### src/hw/rtl/dhtd_pkg.sv
package dhtd_pkg;

    localparam int unsigned POS_W  = 16;
    localparam int unsigned TIME_W = 32;
    localparam int unsigned DZ_W   = 32;
    localparam int unsigned MS_W   = 16;
    localparam int unsigned PROG_W = 16;
    localparam int unsigned CFG_IDX_W = 2;

    // register indexes on the config port
    localparam logic [CFG_IDX_W-1:0] CFG_DEAD_ZONE_SQ = 2'd0;
    localparam logic [CFG_IDX_W-1:0] CFG_START_MS     = 2'd1;
    localparam logic [CFG_IDX_W-1:0] CFG_FINISH_MS    = 2'd2;

    localparam logic [DZ_W-1:0] DEAD_ZONE_SQ_RST = 32'd25600;
    localparam logic [MS_W-1:0] START_MS_RST     = 16'd300;
    localparam logic [MS_W-1:0] FINISH_MS_RST    = 16'd1500;

    // Q1.15 one
    localparam logic [PROG_W-1:0] Q_ONE = 16'h8000;

    // divider status back to the sequencer
    typedef struct packed {
        logic busy;
        logic done;
    } t_div_status;

endpackage

### src/hw/rtl/dwell_hold_toggle_detector.sv
// channel   | direction | handshake                 | payload
// ----------+-----------+---------------------------+------------------------------------
// sample in | in        | i_in_valid / o_in_stall   | i_tip_x, i_tip_y, i_now_ms
// result    | out       | o_out_valid / i_out_stall | o_pressed, o_hold_progress,
//           |           |                           | o_toggled, o_reanchored
// config    | in        | i_cfg_valid / o_cfg_ready | i_cfg_index, i_cfg_data
//
// accept to result register: S_SQX, S_SQY, S_SUM, then S_DONE when the anchor moves;
// otherwise S_TIME precedes S_DONE; progress adds S_DIV for the 16 restoring divider steps
// the next sample can be taken in the cycle after the result register loads
// the two squares share one 17x17 multiplier, one per cycle
// reset is synchronous active low; it clears anchor and pressed state, config goes to defaults
// a new sample is taken once the sequencer is idle, even while a result waits
// a stalled result only holds the sequencer in its last state once a new one is ready
module dwell_hold_toggle_detector
    import dhtd_pkg::*;
(
    input  logic                 i_clk,
    input  logic                 i_rst_n,

    input  logic                 i_in_valid,
    output logic                 o_in_stall,
    input  logic [POS_W-1:0]     i_tip_x,
    input  logic [POS_W-1:0]     i_tip_y,
    input  logic [TIME_W-1:0]    i_now_ms,

    output logic                 o_out_valid,
    input  logic                 i_out_stall,
    output logic                 o_pressed,
    output logic [PROG_W-1:0]    o_hold_progress,
    output logic                 o_toggled,
    output logic                 o_reanchored,

    input  logic                 i_cfg_valid,
    output logic                 o_cfg_ready,
    input  logic [CFG_IDX_W-1:0] i_cfg_index,
    input  logic [DZ_W-1:0]      i_cfg_data
);

    typedef enum logic [2:0] {
        S_IDLE,
        S_SQX,
        S_SQY,
        S_SUM,
        S_TIME,
        S_DIV,
        S_DONE
    } t_state;

    // config registers
    logic [DZ_W-1:0]   r_dead_zone_sq;
    logic [MS_W-1:0]   r_start_ms;
    logic [MS_W-1:0]   r_finish_ms;

    // sequencer and tracking state
    t_state            r_state;
    logic [POS_W-1:0]  r_x;
    logic [POS_W-1:0]  r_y;
    logic [TIME_W-1:0] r_now;
    logic [POS_W-1:0]  r_anchor_x;
    logic [POS_W-1:0]  r_anchor_y;
    logic [TIME_W-1:0] r_anchor_time;
    logic              r_anchor_valid;
    logic              r_pressed_state;
    logic [31:0]       r_prod;
    logic [31:0]       r_acc;
    logic [PROG_W-1:0] r_prog;
    logic              r_tog;
    logic              r_rea;

    // result register
    logic              r_out_valid;
    logic              r_out_pressed;
    logic [PROG_W-1:0] r_out_prog;
    logic              r_out_tog;
    logic              r_out_rea;

    logic              in_take;
    logic              out_free;
    logic [POS_W:0]    diff;
    logic [2*POS_W+1:0] sq;
    logic [32:0]       dist_sq;
    logic [TIME_W-1:0] elapsed;
    logic              past_finish;
    logic              past_start;
    logic              div_start;
    logic [MS_W-1:0]   div_num;
    logic [MS_W-1:0]   div_den;
    t_div_status       div_status;
    logic [PROG_W-1:0] div_quot;

    assign o_cfg_ready = 1'b1;

    always_ff @(posedge i_clk) begin
        if (!i_rst_n) begin
            r_dead_zone_sq <= DEAD_ZONE_SQ_RST;
            r_start_ms     <= START_MS_RST;
            r_finish_ms    <= FINISH_MS_RST;
        end else if (i_cfg_valid && o_cfg_ready) begin
            unique case (i_cfg_index)
                CFG_DEAD_ZONE_SQ: r_dead_zone_sq <= i_cfg_data;
                CFG_START_MS:     r_start_ms     <= i_cfg_data[MS_W-1:0];
                CFG_FINISH_MS:    r_finish_ms    <= i_cfg_data[MS_W-1:0];
                default: ;  // unknown index, write dropped
            endcase
        end
    end

    assign o_in_stall = (r_state != S_IDLE);
    assign in_take    = i_in_valid && !o_in_stall;
    assign out_free   = !r_out_valid || !i_out_stall;

    // shared multiplier: dx in the first square cycle, dy in the second
    always_comb begin
        if (r_state == S_SQX) begin
            diff = {r_x[POS_W-1], r_x} - {r_anchor_x[POS_W-1], r_anchor_x};
        end else begin
            diff = {r_y[POS_W-1], r_y} - {r_anchor_y[POS_W-1], r_anchor_y};
        end
        // sign extend to the full product width before squaring
        sq = $unsigned((2*POS_W+2)'($signed(diff)) * (2*POS_W+2)'($signed(diff)));
    end

    assign dist_sq = {1'b0, r_acc} + {1'b0, r_prod};

    // wrapping time difference, read as signed
    assign elapsed     = r_now - r_anchor_time;
    assign past_finish = !elapsed[TIME_W-1] && (elapsed > {16'd0, r_finish_ms});
    assign past_start  = !elapsed[TIME_W-1] && (elapsed > {16'd0, r_start_ms});

    // progress only starts when start < elapsed <= finish, so both fit 16 bits
    assign div_start = (r_state == S_TIME) && past_start && !past_finish;
    assign div_num   = elapsed[MS_W-1:0] - r_start_ms;
    assign div_den   = r_finish_ms - r_start_ms;

    dhtd_div u_div (
        .i_clk    (i_clk),
        .i_rst_n  (i_rst_n),
        .i_start  (div_start),
        .i_num    (div_num),
        .i_den    (div_den),
        .o_status (div_status),
        .o_quot   (div_quot)
    );

    always_ff @(posedge i_clk) begin
        if (!i_rst_n) begin
            r_state         <= S_IDLE;
            r_anchor_x      <= '0;
            r_anchor_y      <= '0;
            r_anchor_time   <= '0;
            r_anchor_valid  <= 1'b0;
            r_pressed_state <= 1'b0;
            r_out_valid     <= 1'b0;
        end else begin
            // a result taken this cycle frees the register unless a new one loads
            if (r_out_valid && !i_out_stall && (r_state != S_DONE)) begin
                r_out_valid <= 1'b0;
            end
            unique case (r_state)
                S_IDLE: begin
                    if (in_take) begin
                        r_x     <= i_tip_x;
                        r_y     <= i_tip_y;
                        r_now   <= i_now_ms;
                        r_prog  <= '0;
                        r_tog   <= 1'b0;
                        r_rea   <= 1'b0;
                        r_state <= S_SQX;
                    end
                end
                S_SQX: begin
                    r_prod  <= sq[31:0];
                    r_state <= S_SQY;
                end
                S_SQY: begin
                    r_acc   <= r_prod;
                    r_prod  <= sq[31:0];
                    r_state <= S_SUM;
                end
                S_SUM: begin
                    // first sample, or finger left the dead zone: move the anchor
                    if (!r_anchor_valid || (dist_sq >= {1'b0, r_dead_zone_sq})) begin
                        r_anchor_x     <= r_x;
                        r_anchor_y     <= r_y;
                        r_anchor_time  <= r_now;
                        r_anchor_valid <= 1'b1;
                        r_rea          <= 1'b1;
                        r_state        <= S_DONE;
                    end else begin
                        r_state <= S_TIME;
                    end
                end
                S_TIME: begin
                    if (past_finish) begin
                        // hold completed
                        r_anchor_x      <= r_x;
                        r_anchor_y      <= r_y;
                        r_anchor_time   <= r_now;
                        r_pressed_state <= !r_pressed_state;
                        r_tog           <= 1'b1;
                        r_state         <= S_DONE;
                    end else if (past_start) begin
                        r_state <= S_DIV;
                    end else begin
                        r_state <= S_DONE;
                    end
                end
                S_DIV: begin
                    if (div_status.done) begin
                        r_prog  <= div_quot;
                        r_state <= S_DONE;
                    end
                end
                S_DONE: begin
                    if (out_free) begin
                        r_out_valid   <= 1'b1;
                        r_out_pressed <= r_pressed_state;
                        r_out_prog    <= r_prog;
                        r_out_tog     <= r_tog;
                        r_out_rea     <= r_rea;
                        r_state       <= S_IDLE;
                    end
                end
                default: r_state <= S_IDLE;
            endcase
        end
    end

    assign o_out_valid     = r_out_valid;
    assign o_pressed       = r_out_pressed;
    assign o_hold_progress = r_out_prog;
    assign o_toggled       = r_out_tog;
    assign o_reanchored    = r_out_rea;

    a_flags_exclusive : assert property (@(posedge i_clk) disable iff (!i_rst_n)
        o_out_valid |-> !(o_toggled && o_reanchored))
        else $error("result both toggled and reanchored");

    a_progress_alone : assert property (@(posedge i_clk) disable iff (!i_rst_n)
        (o_out_valid && (o_hold_progress != '0)) |-> (!o_toggled && !o_reanchored))
        else $error("progress reported on an anchor move");

    a_progress_range : assert property (@(posedge i_clk) disable iff (!i_rst_n)
        o_out_valid |-> (o_hold_progress <= Q_ONE))
        else $error("progress above one");

    a_div_only_in_div : assert property (@(posedge i_clk) disable iff (!i_rst_n)
        div_status.busy |-> (r_state == S_DIV))
        else $error("divider running outside its state");

endmodule

### src/hw/rtl/dhtd_div.sv
module dhtd_div
    import dhtd_pkg::*;
(
    input  logic              i_clk,
    input  logic              i_rst_n,
    input  logic              i_start,
    input  logic [MS_W-1:0]   i_num,
    input  logic [MS_W-1:0]   i_den,
    output t_div_status       o_status,
    output logic [PROG_W-1:0] o_quot
);

    // (i_num * 2^15) / i_den with i_num <= i_den, one quotient bit a cycle
    localparam int unsigned CNT_W = $clog2(PROG_W);

    logic              r_busy;
    logic              r_done;
    logic [CNT_W-1:0]  r_cnt;
    logic [MS_W:0]     r_rem;
    logic [MS_W-1:0]   r_den;
    logic [PROG_W-1:0] r_quot;

    logic              ge;
    logic [MS_W:0]     rem_sub;

    always_comb begin
        ge      = (r_rem >= {1'b0, r_den});
        rem_sub = ge ? (r_rem - {1'b0, r_den}) : r_rem;
    end

    always_ff @(posedge i_clk) begin
        if (!i_rst_n) begin
            r_busy <= 1'b0;
            r_done <= 1'b0;
            r_cnt  <= '0;
        end else begin
            r_done <= 1'b0;
            if (i_start) begin
                r_busy <= 1'b1;
                r_cnt  <= CNT_W'(PROG_W - 1);
            end else if (r_busy) begin
                r_cnt <= r_cnt - 1'b1;
                if (r_cnt == '0) begin
                    r_busy <= 1'b0;
                    r_done <= 1'b1;
                end
            end
        end
    end

    always_ff @(posedge i_clk) begin
        if (i_start) begin
            r_rem  <= {1'b0, i_num};
            r_den  <= i_den;
            r_quot <= '0;
        end else if (r_busy) begin
            r_rem  <= {rem_sub[MS_W-1:0], 1'b0};
            r_quot <= {r_quot[PROG_W-2:0], ge};
        end
    end

    assign o_status.busy = r_busy;
    assign o_status.done = r_done;
    assign o_quot        = r_quot;

    a_start_idle : assert property (@(posedge i_clk) disable iff (!i_rst_n)
        i_start |-> !r_busy)
        else $error("divider started while busy");

    a_den_nonzero : assert property (@(posedge i_clk) disable iff (!i_rst_n)
        i_start |-> (i_den != '0))
        else $error("divider started with zero divisor");

endmodule
### config.mk
export PLATFORM = sky130hd
export DESIGN_NAME = dwell_hold_toggle_detector
export DESIGN_NICKNAME = d
export VERILOG_FILES = /design/src/hw/rtl/dhtd_pkg.sv /design/src/hw/rtl/dwell_hold_toggle_detector.sv /design/src/hw/rtl/dhtd_div.sv
export SDC_FILE = /design/constraint.sdc
export NUM_CORES = 1
export LEC_CHECK = 0
export ABC_CLOCK_PERIOD_IN_PS = 11300
export BUFFER_PORTS_ARGS = -buffer_cell sky130_fd_sc_hd__buf_4
export CAP_MARGIN = 20
export CORE_AREA = 4 4 225 227
export CTS_CLUSTER_SIZE = 12
export DETAILED_ROUTE_END_ITERATION = 8
export DIE_AREA = 0 0 229 231
export GPL_TIMING_DRIVEN = 0
export PLACE_DENSITY = 0.89
export SYNTH_ARGS = -nofsm -noshare
export SYNTH_HDL_FRONTEND = slang
export SYNTH_SLANG_ARGS = --single-unit
### constraint.sdc
create_clock -name i_clk -period 11.3 [get_ports i_clk]
set_clock_uncertainty 0.15 [all_clocks]
set_input_delay 1.695 -clock i_clk [delete_from_list [all_inputs] [get_ports i_clk]]
set_output_delay 1.695 -clock i_clk [all_outputs]
set_load 0.1 [all_outputs]
==> impl_metrics.env <==
export IMPL_status="finished clean"
export IMPL_multi_input_area_sq_mm=0.0184
export IMPL_dpl_hpwl_um=56600
export IMPL_max_stage_delay_ps=700
export IMPL_wl_um=71500
export IMPL_area_growth_pct=10.5
export IMPL_synthTopCellsByArea="edfxtp_1 20%, fa_1 18%, ha_1 11%"
export IMPL_finalCriticalPeriod_ps=10670
export IMPL_drv_cap=0
export IMPL_cts_tree="built"
export IMPL_fillCellCount=3600
export IMPL_dp_slack_ps=483
export IMPL_muxShareOfSynthArea=0.0402
export IMPL_routabilityCongestion=0.953
export IMPL_layout_drive_gt1_share=0.0720
export IMPL_synth_cells=3162
export IMPL_rsz0062_at_grt="false"
export IMPL_cts_root_buf="clkbuf_16"
export IMPL_critPathSlowestCell="o311ai_1"
export IMPL_drtIter0Drc=1794
export IMPL_synth_commonest_cells="522 x inv_1, 401 x nand2_1, 270 x ha_1, 265 x fa_1, 212 x nor2_1"
export IMPL_vias_per_cell=5.78
export IMPL_regArea_sq_mm=0.00900
export IMPL_cts_sinks=352
export IMPL_hold_violations=0
export IMPL_cp_required_ps=11490
export IMPL_ant_nets=0
export IMPL_vias=23100
export IMPL_finalSetupViolations=0
export IMPL_first_pass_iters=8
export IMPL_period_share=0.944
export IMPL_synth_xor_area_frac=0.0430
export IMPL_yosys_warnings=0
export IMPL_synth_edf_count=195
export IMPL_portBuffers=122
export IMPL_seq_area_frac_synth=0.302
export IMPL_syn_area_sq_mm=0.0297
export IMPL_cp_common_cell="fa_1"
export IMPL_ys_seq_elements=352
export IMPL_hold_buffers=0
export IMPL_relSlewSlack=0.193
export IMPL_r2r_slack_ps=630
export IMPL_drc=0
export IMPL_worstSetupPathType="flop to flop"
export IMPL_slew_violations=0
export IMPL_synth_main_ff_cell="edfxtp_1"
export IMPL_row_count=81
export IMPL_core_area_sq_mm=0.0486
export IMPL_grt_overflow_total=0
export IMPL_yosys_area_share_simple=0.130
export IMPL_cts_reportedPaths_clkPinSlew_ps=60
export IMPL_post_synth_cell_area_avg_sq_um=9.41
export IMPL_grt_max_degree=22
export IMPL_setup_slack_ps=633
export IMPL_dieWidth_um=229
export IMPL_synth_top_family_by_area="adder cells"
export IMPL_clk_latency_ps=600
export IMPL_synth_fa_ha_area_frac=0.292
export IMPL_synth_compound_area_frac=0.113
export IMPL_tightest_slew_ps=1200
export IMPL_die_area_sq_mm=0.0529
export IMPL_grt_pass1_wl_um=118000
export IMPL_antenna_found_initial=1
export IMPL_syn_nets=3800
export IMPL_grt_pass1_vias=24000
export IMPL_post_synth_top_count_cell="inv_1"
export IMPL_cts_buffers=40
export IMPL_die_y_um=231
export IMPL_cts_htree_levels=2
export IMPL_clockBufferDepth=3
export IMPL_grtUsageTotal=0.273
export IMPL_synth_largest_area_cell="edfxtp_1"
export IMPL_synthDistinctLibCells=77
export IMPL_endpoint_kind="flop"
export IMPL_wl_per_cell_um=17.9
export IMPL_start_util=0.612
export IMPL_min_path_type="flop to flop"
export IMPL_synth_top_area_frac=0.197
export IMPL_async_reset_ff_frac=0
export IMPL_fmax_ghz=0.0937
export IMPL_fin_nets=3979
export IMPL_crit_fanout=10
export IMPL_worstPathArrival_ps=10850
export IMPL_pin_count=125
export IMPL_crit_path_start_kind="flop"
==> registers in the layout, summed over array words and instances (netlist names), 16 cells and up <==
signal	count
r_anchor_y	16
r_prog	16
r_anchor_time	32
r_x	16
o_hold_progress	16
r_prod	31
r_start_ms	16
r_acc	31
r_y	16
r_anchor_x	16
r_now	32
u_div.o_quot	16
r_finish_ms	16
u_div.r_rem	17
u_div.r_den	16
r_dead_zone_sq	32
==> final timing paths <==
path | from | end | cells past startpoint
setup / recovery | r_y[1]$_DFFE_PP_ | r_prod[31]$_DFFE_PP_ | 32
hold / removal | r_prog[13]$_SDFFCE_PN0P_ | o_hold_progress[13]$_DFFE_PP_ | 0
setup reg to reg | r_y[1]$_DFFE_PP_ | r_prod[31]$_DFFE_PP_ | 32
hold reg to reg | r_prog[13]$_SDFFCE_PN0P_ | o_hold_progress[13]$_DFFE_PP_ | 0
==> kinds of logic (layout without fill, tap and decap cells) <==
| group | Yosys count | count (layout) |
|---|---|---|
| fa+ha+maj | 535 | 535 |
| flops | 352 | 352 |
| compound gates | 524 | 524 |
| other cells | 1 | 2 |
| simple gates | 866 | 866 |
| xor+xnor | 146 | 146 |
| buf+inv | 619 | 830 |
| mux | 119 | 119 |
==> area by class of cell <==
type | count | share of cell area
Multi-Input combinational cell | 2191 | 0.560
Sequential cell | 352 | 0.274
Inverter | 527 | 0.0602
Clock buffer | 57 | 0.0339
Timing Repair Buffer | 137 | 0.0317
Tap cell | 622 | 0.0237
Buffer | 92 | 0.0117
Clock inverter | 17 | 0.00521
Antenna cell | 1 | 0.0000761
==> critical path: cells and delay by family (launching register included) <==
family | cells | cell delay (ps)
adder cells (fa/ha/maj) | 8 | 3550
AO/OA/AOI/OAI | 11 | 3330
AND/OR/NAND/NOR | 5 | 1670
buffers and inverters | 6 | 740
XOR/XNOR | 2 | 550
flip-flops | 1 | 440
==> layer usage <==
layer / part of all wire / vias up / track usage
li1: - / 10800 / -
met5: 0 / - / 0
met1: 0.39 / 11000 / 0.337
met4: 0.051 / 0 / 0.121
met3: 0.072 / 264 / 0.0427
met2: 0.49 / 966 / 0.476
==> through the flow <==
stage	setup TNS, ps	utilization	cell area, sq um	hold WS, ps	cells
2_1_floorplan	0	-	29700	250	3162
3_3_place_gp	-107660	0.646	31400	253	3906
3_5_place_dp	0	0.649	31600	255	3919
4_1_cts	0	0.676	32900	263	3993
5_1_grt	0	0.676	32900	273	3996
6_report	0	0.676	32900	258	3996
==> timing repair <==
action                                  in CTS  in global routing
resized for setup                            0                  1
buffers inserted                             0                  0
endpoints found under the setup margin       0                  1
==> placed cells by master (no fill, tap or decap), drive strengths merged, types with 28 or more instances in the layout <==
master / n
xor2: 39
edfxtp: 195
a21o: 60
inv: 524
clkbuf: 138
o21ai: 84
nand2b: 34
a21oi: 188
o21a: 31
buf: 148
ha: 270
nor2: 212
xnor2: 107
mux2i: 114
and2: 28
nand2: 401
o211ai: 29
nand3: 36
dfxtp: 157
nor3: 34
fa: 265
Power is left out: the tool's default activity adds up to more than one toggle a clock period on the data nets, which glitch-free logic cannot reach.
